--- src/rtl/drs_pkg.sv ---
// ----------------------------------------------------------------------------
// drs_pkg: shared types for the descending record sort
// Control word broadcast from the top level to every cell of the chain.
// ----------------------------------------------------------------------------
package drs_pkg;

    // per-cycle command to the cell chain
    typedef struct packed {
        logic ins;  // insert the broadcast record in order
        logic shl;  // shift contents one cell towards the head
    } t_cell_ctrl;

endpackage

--- src/rtl/drs_cell.sv ---
// ----------------------------------------------------------------------------
// drs_cell: one slot of the sorting chain
// Holds one record; on insert it keeps its record, takes the new one or takes
// its left neighbour's, on shift it takes its right neighbour's.
// ----------------------------------------------------------------------------
module drs_cell
    import drs_pkg::*;
#(
    parameter int KEY_BITS = 32,
    parameter int TAG_BITS = 16
) (
    input  logic                i_clk,
    input  logic                i_rst_n,
    input  t_cell_ctrl          i_ctrl,
    // broadcast record
    input  logic [KEY_BITS-1:0] i_new_key,
    input  logic [TAG_BITS-1:0] i_new_tag,
    // left neighbour (towards the head)
    input  logic                i_left_keep,
    input  logic                i_left_valid,
    input  logic [KEY_BITS-1:0] i_left_key,
    input  logic [TAG_BITS-1:0] i_left_tag,
    // right neighbour (towards the tail)
    input  logic                i_right_valid,
    input  logic [KEY_BITS-1:0] i_right_key,
    input  logic [TAG_BITS-1:0] i_right_tag,
    // own contents
    output logic                o_keep,
    output logic                o_valid,
    output logic [KEY_BITS-1:0] o_key,
    output logic [TAG_BITS-1:0] o_tag
);

    logic                r_valid;
    logic [KEY_BITS-1:0] r_key;
    logic [TAG_BITS-1:0] r_tag;
    logic                n_valid;
    logic [KEY_BITS-1:0] n_key;
    logic [TAG_BITS-1:0] n_tag;

    // equal keys stay ahead of the newcomer, so arrival order holds on ties
    assign o_keep = r_valid && (r_key >= i_new_key);

    // next contents
    always_comb begin
        n_valid = r_valid;
        n_key   = r_key;
        n_tag   = r_tag;
        if (i_ctrl.ins && !o_keep) begin
            if (i_left_keep) begin
                n_valid = 1'b1;
                n_key   = i_new_key;
                n_tag   = i_new_tag;
            end else begin
                n_valid = i_left_valid;
                n_key   = i_left_key;
                n_tag   = i_left_tag;
            end
        end else if (i_ctrl.shl) begin
            n_valid = i_right_valid;
            n_key   = i_right_key;
            n_tag   = i_right_tag;
        end
    end

    // occupancy
    always_ff @(posedge i_clk) begin
        if (!i_rst_n) begin
            r_valid <= 1'b0;
        end else begin
            r_valid <= n_valid;
        end
    end

    // payload, no reset
    always_ff @(posedge i_clk) begin
        r_key <= n_key;
        r_tag <= n_tag;
    end

    assign o_valid = r_valid;
    assign o_key   = r_key;
    assign o_tag   = r_tag;

endmodule

--- config.mk ---
export PLATFORM = sky130hd
export DESIGN_NAME = drs_cell
export DESIGN_NICKNAME = d
export VERILOG_FILES = /design/src/rtl/drs_pkg.sv /design/src/rtl/drs_cell.sv
export SDC_FILE = /design/constraint.sdc
export NUM_CORES = 1
export LEC_CHECK = 0
export ABC_CLOCK_PERIOD_IN_PS = 3900
export BUFFER_PORTS_ARGS = -buffer_cell sky130_fd_sc_hd__buf_2
export CORE_MARGIN = 1.5
export CORE_UTILIZATION = 45
export DETAILED_ROUTE_END_ITERATION = 16
export PLACE_DENSITY = 0.87
export SETUP_SLACK_MARGIN = 0.2
export SLEW_MARGIN = 20
export SYNTH_ARGS = -nofsm -noshare
export SYNTH_HDL_FRONTEND = slang
export SYNTH_SLANG_ARGS = --single-unit
--- constraint.sdc ---
create_clock -name i_clk -period 3.9 [get_ports i_clk]
set_input_delay 0.78 -clock i_clk [delete_from_list [all_inputs] [get_ports i_clk]]
set_output_delay 0.78 -clock i_clk [all_outputs]
set_load 0.02 [all_outputs]
==> impl_metrics.yaml, run 1 <==
sta:
  maxSlewHeadroom_pct: 57.3
  skew_ps: 4.02
  rsz0062_at_grt: "no"
  hold_violations: 0
  holdWs_ps: 680
  fmaxAchievable_mhz: 317
  tightest_slew_ps: 640
  post-route-min-period_ps: 3150
  setup_viol: 0
  period_share_pct: 80.9
  tns_ps: 0
  setup_ws_ps: 745
  drv_slew: 0
clock_network:
  cts_tree: "yes"
  ctsResizeCount: 0
  cts_buffer_depth: 2
  h-tree-depth: 2
  cts_setup_buffers: 0
  cts-root-buf: "clkbuf_8"
  cts_buffers: 5
  path_clk_slew_ps: 90
  ctsHoldBuffers: 0
  clock-sinks: 49
  clk_latency_ps: 290
drt:
  vias: 2923
  viasPerCell: 5.06
  wl_um: 8680
  firstDrtPassIters: 4
  wire_per_inst_um: 15.0
  drcViolationCount: 0
  drt_iter0_drc: 63
  ant_nets: 0
placed_design:
  post-dp-hpwl_um: 7010
  post-place-ws_ps: 505
  portBuffers: 200
  gp_congestion: 0.781
cells_and_area:
  final_cell_mix: "199 x buf_2, 93 x mux2_2, 48 x edfxtp_1"
  nFillCells: 596
  drive_gt1_share_pct: 63.5
  nNetsFinal: 661
  antenna_cells: 0
  syn_to_final_growth_pct: 33.7
  final_common_cell: "buf_2"
logic_synthesis:
  netlist_instances: 278
  synth_cell_types: 27
  avgSynthCellArea_um2: 12.5
  syn_area_um2: 3470
  seq_area_frac_synth_pct: 42.1
  synth.yosys.warnings: 0
  ys_ff_latch: 49
  syn-num-nets: 461
worst_hold_path:
  hold_class: "flip-flop to flip-flop"
  worst_hold_path.endpoint: "o_valid"
  min_path_cells: 2
  min-delay-start: "o_valid"
setup_path:
  end_kind: "output pin"
  rrSetupSlack_ps: 1030
  worst-path-stages: 9
  cpLargestDelayFamily: "compound AO/OA/AOI/OAI gates"
  path_class: "input pin to output pin"
  worstPathMaxFanout: 2
  critPathMaxStageDelay_ps: 380
  arrival_ps: 2370
  crit_chain: "buf_2 > ha_1 > nand2b_1 > a2111oi_0 > nand4b_1 > a31oi_1 > nor2_1 > nand2_1 > buf_2"
  cp_common_cell: "buf_2"
  cp_num_buf_inv: 2
  r2r_start: "o_key[0]"
  cp_data_required_time_ps: 3120
  rr_worst_depth: 10
  crit_slowest_cell: "a2111oi_0"
  rr_endpoint: "o_key[12]"
  start_kind: "input pin"
power:
  p_per_area_nw_per_um2: 320
  power_mw: 1.49
  peakVddDrop_mv: 0.183
  p_leak_nw: 2.25
  swShare_pct: 30.9
  intPower_mw: 1.03
  p_comb_share_pct: 34.3
  power_frac_seq_pct: 46.8
  clock_power_share_pct: 18.9
  netSwitchingPower_mw: 0.459
global_route:
  grt_pass1_wl_um: 13700
  antenna_found_initial: 0
  grt_pass1_vias: 3088
  grt_max_degree: 50
  grt_overflow: 0
  grt_use_total_pct: 20.6
run_status:
  run_status: "completed"
die:
  die_w_um: 90.8
  die_area_um2: 8250
  ios: 201
  rows: 31
  core_region_area_um2: 7370
  start_util_pct: 47.1
  die_h_um: 90.8
flow_run:
  cap_violations: 0
==> registers in the layout, indices dropped and copies added (netlist names) <==
name,count
o_valid,1
o_key,32
o_tag,16
==> through the flow <==
step	instances	cell area, um^2	util (%)
floorplan	278	3470	-
global placement	570	4560	61.8
detailed placement	570	4560	61.8
CTS	578	4640	62.9
global route	578	4640	63.0
finish	578	4640	63.0
==> worst register-to-register path: stages (launching register included) <==
cell and delay [ps]:
edfxtp_1 390, inv_1 70, ha_1 210, nand2b_1 140, a2111oi_0 380, nand4b_1 180
a31oi_1 160, nor3_4 200, buf_4 330, or2_2 200, buf_12 250
==> cell families (layout without fill, tap and decap cells) <==
group | Yosys count | in the layout | synth area share, %
adders and majority gates | 32 | 32 | 11.5
and+or+nand+nor | 29 | 29 | 4.72
buffers and inverters | 43 | 244 | 5.73
DFF | 49 | 49 | 42.1
AOI/OAI and AO/OA | 28 | 28 | 4.47
muxes | 97 | 97 | 31.4
==> power groups by stage <==
stage	clock network (mW)	logic (mW)	registers [mW]
3_5_place_dp	0	0.512	0.707
4_1_cts	0.292	0.514	0.696
6_report	0.281	0.510	0.695
3_3_place_gp	0	0.491	0.703
2_1_floorplan	0	0.238	0.786
5_1_grt	0.315	0.557	0.702
==> area by class of cell <==
cell class / instances / area, um^2 / area share [%]
clock buffers: 5 / 68.8 / 1.48
repair buffers: 203 / 1040 / 22.4
clock inverters: 3 / 12.5 / 0.270
multi-input cells: 186 / 1810 / 39.0
inverters: 33 / 124 / 2.67
well taps: 99 / 124 / 2.67
flip-flops and latches: 49 / 1460 / 31.5
==> how the worst max path moves through the flow <==
| stage | from | end | slack, ps |
|---|---|---|---|
| 5_1_grt | i_new_key[0] | o_keep | 580 |
| 3_5_place_dp | i_new_key[0] | o_tag[14] | 510 |
| 2_1_floorplan | i_new_key[0] | o_key[0] | 580 |
| 3_3_place_gp | i_new_key[0] | o_tag[9] | 600 |
| 4_1_cts | i_new_key[0] | o_keep | 720 |
| 6_report | i_new_key[0] | o_keep | 750 |
==> layer usage <==
| layer | vias up | wire length [um] | GRT usage (%) |
|---|---|---|---|
| met2 | 126 | 4770 | 40.2 |
| met5 | - | 0 | 0 |
| met4 | 0 | 99 | 5.34 |
| li1 | 1433 | - | - |
| met1 | 1356 | 3260 | 22.1 |
| met3 | 8 | 557 | 4.46 |
==> cell usage after synthesis <==
library cell	count	area share, %
clkbuf_1	4	0.43
a221oi_1	1	0.25
nand3_1	3	0.43
nand4b_1	1	0.25
buf_6	5	1.6
mux2_2	93	30
ha_1	32	12
a31oi_1	1	0.18
nand4_1	1	0.18
o21ai_0	8	1.2
a32oi_1	1	0.25
nor3_4	1	0.47
and4_1	4	1.0
edfxtp_1	48	42
nand2_1	11	1.2
mux2i_1	1	0.29
buf_1	1	0.11
nor2_1	4	0.43
or2_2	1	0.18
a21oi_1	15	2.2
a2111oi_0	1	0.25
nand3b_1	1	0.22
nand2b_1	2	0.36
mux2_1	3	0.97
inv_1	33	3.6
dfxtp_1	1	0.58
o211ai_1	1	0.22
Note: power is estimated with default switching activity, not from simulation.
==> inputs of run 2 (changes only) <==
- ABC_AREA: unset -> 1
- ABC_CLOCK_PERIOD_IN_PS: 3900 -> 2890
- CORE_UTILIZATION: 45 -> 40
- PLACE_DENSITY: 0.87 -> 0.82
- clock period: 3.9 -> 2.89 ns (I/O delays scaled with it)
==> run 2 against run 1 <==
Synthesized cell count is 49% higher; clock power is 51% higher; hold slack worse by 190 ps; core utilization is 6.6 points lower; die area is 11% higher; count of clock-buffer cells in the layout is 2 higher; sequential share of layout area is 0.093 points lower; largest cell class unchanged; design area is 0.30% higher; flip-flop and latch count stayed put; largest power group unchanged.
==> impl_metrics.yaml, run 2 <==
sta:
  post-route-min-period_ps: 2510
  skew_ps: 11.1
  setup_viol: 0
  period_share_pct: 86.9
  drv_slew: 0
  maxSlewHeadroom_pct: 45.4
  tightest_slew_ps: 819
  rsz0062_at_grt: "no"
  fmaxAchievable_mhz: 398
  tns_ps: 0
  hold_violations: 0
cells_and_area:
  syn_to_final_growth_pct: 36.0
  nFillCells: 754
  final_common_cell: "buf_2"
  nNetsFinal: 790
  antenna_cells: 0
  drive_gt1_share_pct: 39.0
  fin_cells: 713
  largest_reg_flops: 32
  final_cell_mix: "199 x buf_2, 148 x nand2_1, 48 x edfxtp_1"
power:
  p_leak_nw: 2.49
  p_per_area_nw_per_um2: 446
  power_mw: 2.08
  peakVddDrop_mv: 0.215
worst_hold_path:
  min-delay-start: "i_rst_n"
  min_path_cells: 3
  hold_class: "input pin to flip-flop"
  worst_hold_path.endpoint: "o_valid"
setup_path:
  worstPathMaxFanout: 3
  rr_endpoint: "o_key[6]"
  rr_worst_depth: 15
  start_kind: "flip-flop"
  cp_data_required_time_ps: 2310
  r2r_start: "o_key[7]"
  end_kind: "output pin"
  arrival_ps: 1930
  path_class: "flip-flop to output pin"
  rrSetupSlack_ps: 610
logic_synthesis:
  avgSynthCellArea_um2: 8.29
  yosysTopAreaCellShare_pct: 42.1
  seq_area_frac_synth_pct: 42.7
  syn-num-nets: 596
  syn_area_um2: 3420
  synthTopCellsByCount: "150 x nand2_1, 48 x edfxtp_1, 44 x o21ai_0"
  synth_edf_count: 48
  ys_async_sr_fraction_pct: 0
  synth_top_area_cell: "edfxtp_1"
  synth_cell_types: 20
  yosysMostFrequentCell: "nand2_1"
  ys.flop_type: "edfxtp_1"
  ys_ff_latch: 49
  synthTopCellsByArea: "edfxtp_1 42%, nand2_1 16%, ha_1 12%, o21ai_0 6.4%, mux2_2 5.6%"
  synth.yosys.warnings: 0
  netlist_instances: 413
die:
  start_util_pct: 41.4
  rows: 33
  core_region_area_um2: 8260
  die_w_um: 95.5
  ios: 201
  die_h_um: 95.5
  die_area_um2: 9120
clock_network:
  clk_latency_ps: 300
  path_clk_slew_ps: 90
  h-tree-depth: 2
  cts_tree: "yes"
  cts_buffer_depth: 2
  cts_buffers: 5
  ctsHoldBuffers: 0
  clock-sinks: 49
  cts-root-buf: "clkbuf_8"
run_status:
  run_status: "completed"
placed_design:
  gp_congestion: 0.815
  place_inst: 704
  portBuffers: 200
  post-dp-hpwl_um: 7390
global_route:
  grt_max_degree: 47
  grt_use_total_pct: 19.2
  grt_pass1_wl_um: 13700
  antenna_found_initial: 0
  grt_overflow: 0
  grt_pass1_vias: 3139
drt:
  wire_per_inst_um: 12.8
  wl_um: 9100
  drcViolationCount: 0
  viasPerCell: 4.80
  drt_iter0_drc: 94
  vias: 3420
  ant_nets: 0
  firstDrtPassIters: 4
flow_run:
  cap_violations: 0
## run 2: repair_timing
| action | in CTS | in global routing |
|---|---|---|
| gates resized for setup | 0 | 3 |
| buffers inserted | 0 | 1 |
| setup endpoints to repair | 0 | 1 |
## run 2: area by class of cell
type / instances / area [um^2] / area share, %
repair buffers: 206 / 1110 / 23.9
multi-input cells: 300 / 1680 / 36.2
well taps: 105 / 131 / 2.82
clock buffers: 7 / 86.3 / 1.86
clock inverters: 1 / 7.51 / 0.161
inverters: 45 / 171 / 3.68
flip-flops and latches: 49 / 1460 / 31.4
## run 2: logic make-up after synthesis
kind of cell / count (synthesis) / share of synthesized area (%)
adders and majority gates: 32 / 11.7
buffers and inverters: 64 / 8.74
muxes: 17 / 5.59
AOI/OAI and AO/OA: 85 / 12.6
and+or+nand+nor: 166 / 18.7
DFF: 49 / 42.7
## run 2: metrics by stage
stage / utilization [%] / hold WS (ps) / worst slack, ps / area [um^2]
floorplan: - / 576 / 318 / 3430
global placement: 54.9 / 496 / 357 / 4530
detailed placement: 54.9 / 503 / 261 / 4530
CTS: 56.0 / 482 / 297 / 4630
global route: 56.3 / 495 / 215 / 4650
finish: 56.3 / 489 / 377 / 4650
## run 2: layer usage
| metal | track usage [%] | vias to the layer above | part of all wire [%] |
|---|---|---|---|
| met3 | 3.51 | 7 | 6.6 |
| met1 | 22.4 | 1524 | 41 |
| met4 | 3.92 | 0 | 0.89 |
| met2 | 36.5 | 131 | 52 |
| met5 | 0 | - | 0 |
| li1 | - | 1758 | - |
## run 2: worst max-delay path: stages, from the launching register on
cell and delay, ps:
edfxtp_1 440, ha_4 300, nand2_1 60, inv_2 50, nand2_1 60, nor2_1 100
nor2_1 50, nand2_1 70, nand2_1 70, nand2_2 60, nand2_1 50, nand2_1 70
nand2_2 70, inv_1 60, buf_4 130
## run 2: worst max-delay path by stage
stage / start / endpoint / slack (ps) / depth (start not counted)
after global routing: o_key[7] / o_keep / 220 / 14
after CTS: o_key[7] / o_keep / 300 / 14
after detailed placement: i_new_key[7] / o_key[6] / 260 / 16
after global placement: i_new_key[7] / o_keep / 360 / 14
after floorplan: i_new_key[7] / o_key[0] / 320 / 17
final: o_key[7] / o_keep / 380 / 14
## run 2: power breakdown
group          internal (mW)  total, mW  switching (mW)  leakage (nW)
logic                  0.295      0.713           0.418          1.94
clock network          0.195      0.424           0.229        0.0445
registers              0.897      0.940          0.0435         0.502
==> inputs of run 3 (changes only) <==
- CELL_PAD_IN_SITES_DETAIL_PLACEMENT: unset -> 1
- CELL_PAD_IN_SITES_GLOBAL_PLACEMENT: unset -> 2
- CORE_UTILIZATION: 40 -> 21
==> run 3 against run 2 <==
Setup slack better by 16 ps; combinational power is 4.1% higher; via count is 2.1% higher; hold slack better by 8.8 ps; die area is 87% higher; final cell count is 16% higher; first-iteration DRC count is 35% lower; clock skew is 3.3 ps lower; count of clock-buffer cells in the layout is 1 lower; critical path depth is 2 lower; critical endpoint unchanged; largest cell class unchanged; highest routed layer unchanged.
==> impl_metrics.yaml, run 3 (synthesis results as in run 2) <==
drt:
  wire_per_inst_um: 13.7
  drcViolationCount: 0
  firstDrtPassIters: 4
  drt_iter0_drc: 61
  ant_nets: 0
  vias: 3491
  viasPerCell: 4.22
  wl_um: 11300
cells_and_area:
  nNetsFinal: 794
  drive_gt1_share_pct: 41.0
  antenna_cells: 0
  final_common_cell: "buf_2"
  largest_reg_flops: 32
  syn_to_final_growth_pct: 43.1
  fin_cells: 828
  final_cell_mix: "199 x buf_2, 143 x nand2_1, 48 x edfxtp_1"
  nFillCells: 2008
setup_path:
  crit_chain: "ha_1 > nand4_1 > nor2_2 > nor2_2 > nand2_2 > nand2_2 > nand2_2 > nand2_2 > nand2_2 > nand2_2 > inv_2 > buf_6"
  rr_endpoint: "o_tag[10]"
  arrival_ps: 1920
  crit_end: "o_keep"
  critPathMaxStageDelay_ps: 410
  r2r_start: "o_key[3]"
  path_class: "flip-flop to output pin"
  start_kind: "flip-flop"
  end_kind: "output pin"
  cp_common_cell: "nand2_2"
  cp_data_required_time_ps: 2310
  rrSetupSlack_ps: 530
  worstPathMaxFanout: 3
  rr_worst_depth: 16
  cp-startpoint: "o_key[3]"
  crit_slowest_cell: "edfxtp_1"
sta:
  hold_violations: 0
  maxSlewHeadroom_pct: 66.3
  setup_ws_ps: 393
  skew_ps: 7.80
  post-route-min-period_ps: 2500
  tightest_slew_ps: 506
  setup_viol: 0
  tns_ps: 0
  fmaxAchievable_mhz: 400
  drv_slew: 0
  period_share_pct: 86.4
  rsz0062_at_grt: "no"
die:
  core_region_area_um2: 15900
  die_h_um: 131
  rows: 46
  die_w_um: 131
  start_util_pct: 21.5
  ios: 201
  die_area_um2: 17100
global_route:
  antenna_found_initial: 0
  grt_overflow: 0
  grt_pass1_wl_um: 17800
  grt_max_degree: 38
  grt_use_total_pct: 13.6
  grt_pass1_vias: 3637
flow_run:
  cap_violations: 0
placed_design:
  place_inst: 818
  post-place-ws_ps: 205
  portBuffers: 200
  post-dp-hpwl_um: 9290
  gp_congestion: 0.759
power:
  p_per_area_nw_per_um2: 466
  p_leak_nw: 2.53
  peakVddDrop_mv: 0.211
clock_network:
  cts_buffers: 5
  cts_tree: "yes"
  path_clk_slew_ps: 70
  cts-root-buf: "clkbuf_16"
  clock-sinks: 49
  cts_buffer_depth: 2
  clk_latency_ps: 300
  h-tree-depth: 2
worst_hold_path:
  hold_class: "input pin to flip-flop"
run_status:
  run_status: "completed"
==> run 3: changes by cell type in the layout (fill, tap and decap cells not counted), moves of 2 or more <==
cell	delta
nand2_1	-5
nand2_2	+4
clkbuf_16	+5
clkbuf_8	-6
nor2_2	+3
buf_4	+4
clkinv_2	+2
nor2_1	-3
==> run 3: layout make-up <==
cell class                 count  area [um^2]  area share, %
multi-input combinational    300         1720           35.2
sequential                    49         1460           29.8
timing repair buffer         210         1130           23.1
tap                          216          270           5.52
inverter                      45          171           3.50
clock buffer                   6          129           2.63
clock inverter                 2         10.0          0.204
==> run 3: worst min-delay path by stage <==
stage / startpoint / slack (ps) / to / depth (start not counted)
final: i_rst_n / 500 / o_valid / 3
after global routing: i_rst_n / 510 / o_valid / 3
after CTS: i_rst_n / 490 / o_valid / 3
after detailed placement: o_valid / 510 / o_valid / 2
after global placement: o_valid / 500 / o_valid / 2
after floorplan: o_valid / 580 / o_valid / 2
==> run 3: layer usage <==
metal  global-route usage (%)  part of all wire, %
met1                     16.5                   43
met2                     23.1                   48
met3                     4.85                  8.3
met4                     3.17                 0.95
met5                        0                    0
==> run 3: critical path, delay by kind of cell, from the launching register on <==
kind,cells,cell delay [ps]
DFF,1,410
and+or+nand+nor,9,710
buffers and inverters,2,170
adders and majority gates,1,340
==> run 3: power breakdown <==
group,internal [mW],leakage [nW],switching [mW]
Combinational,0.302,1.95,0.440
Sequential,0.898,0.502,0.0458
Clock,0.319,0.0706,0.276
Total,1.52,2.53,0.761
==> run 3: what timing repair did <==
action	in CTS	in global routing
endpoints found under the setup margin	1	14
hold endpoints to repair	0	0
setup buffers	1	1
gates resized for setup	1	13
hold buffers	0	0
pin swaps	1	5
==> run 3: stage by stage <==
stage	power [mW]	hold slack [ps]	utilization, %	cell area, um^2
final	2.28	498	30.8	4900
after global routing	2.45	510	30.8	4900
after CTS	2.31	490	30.5	4840
after detailed placement	1.70	512	29.5	4690
after global placement	1.68	501	29.5	4690
after floorplan	1.39	576	-	3430
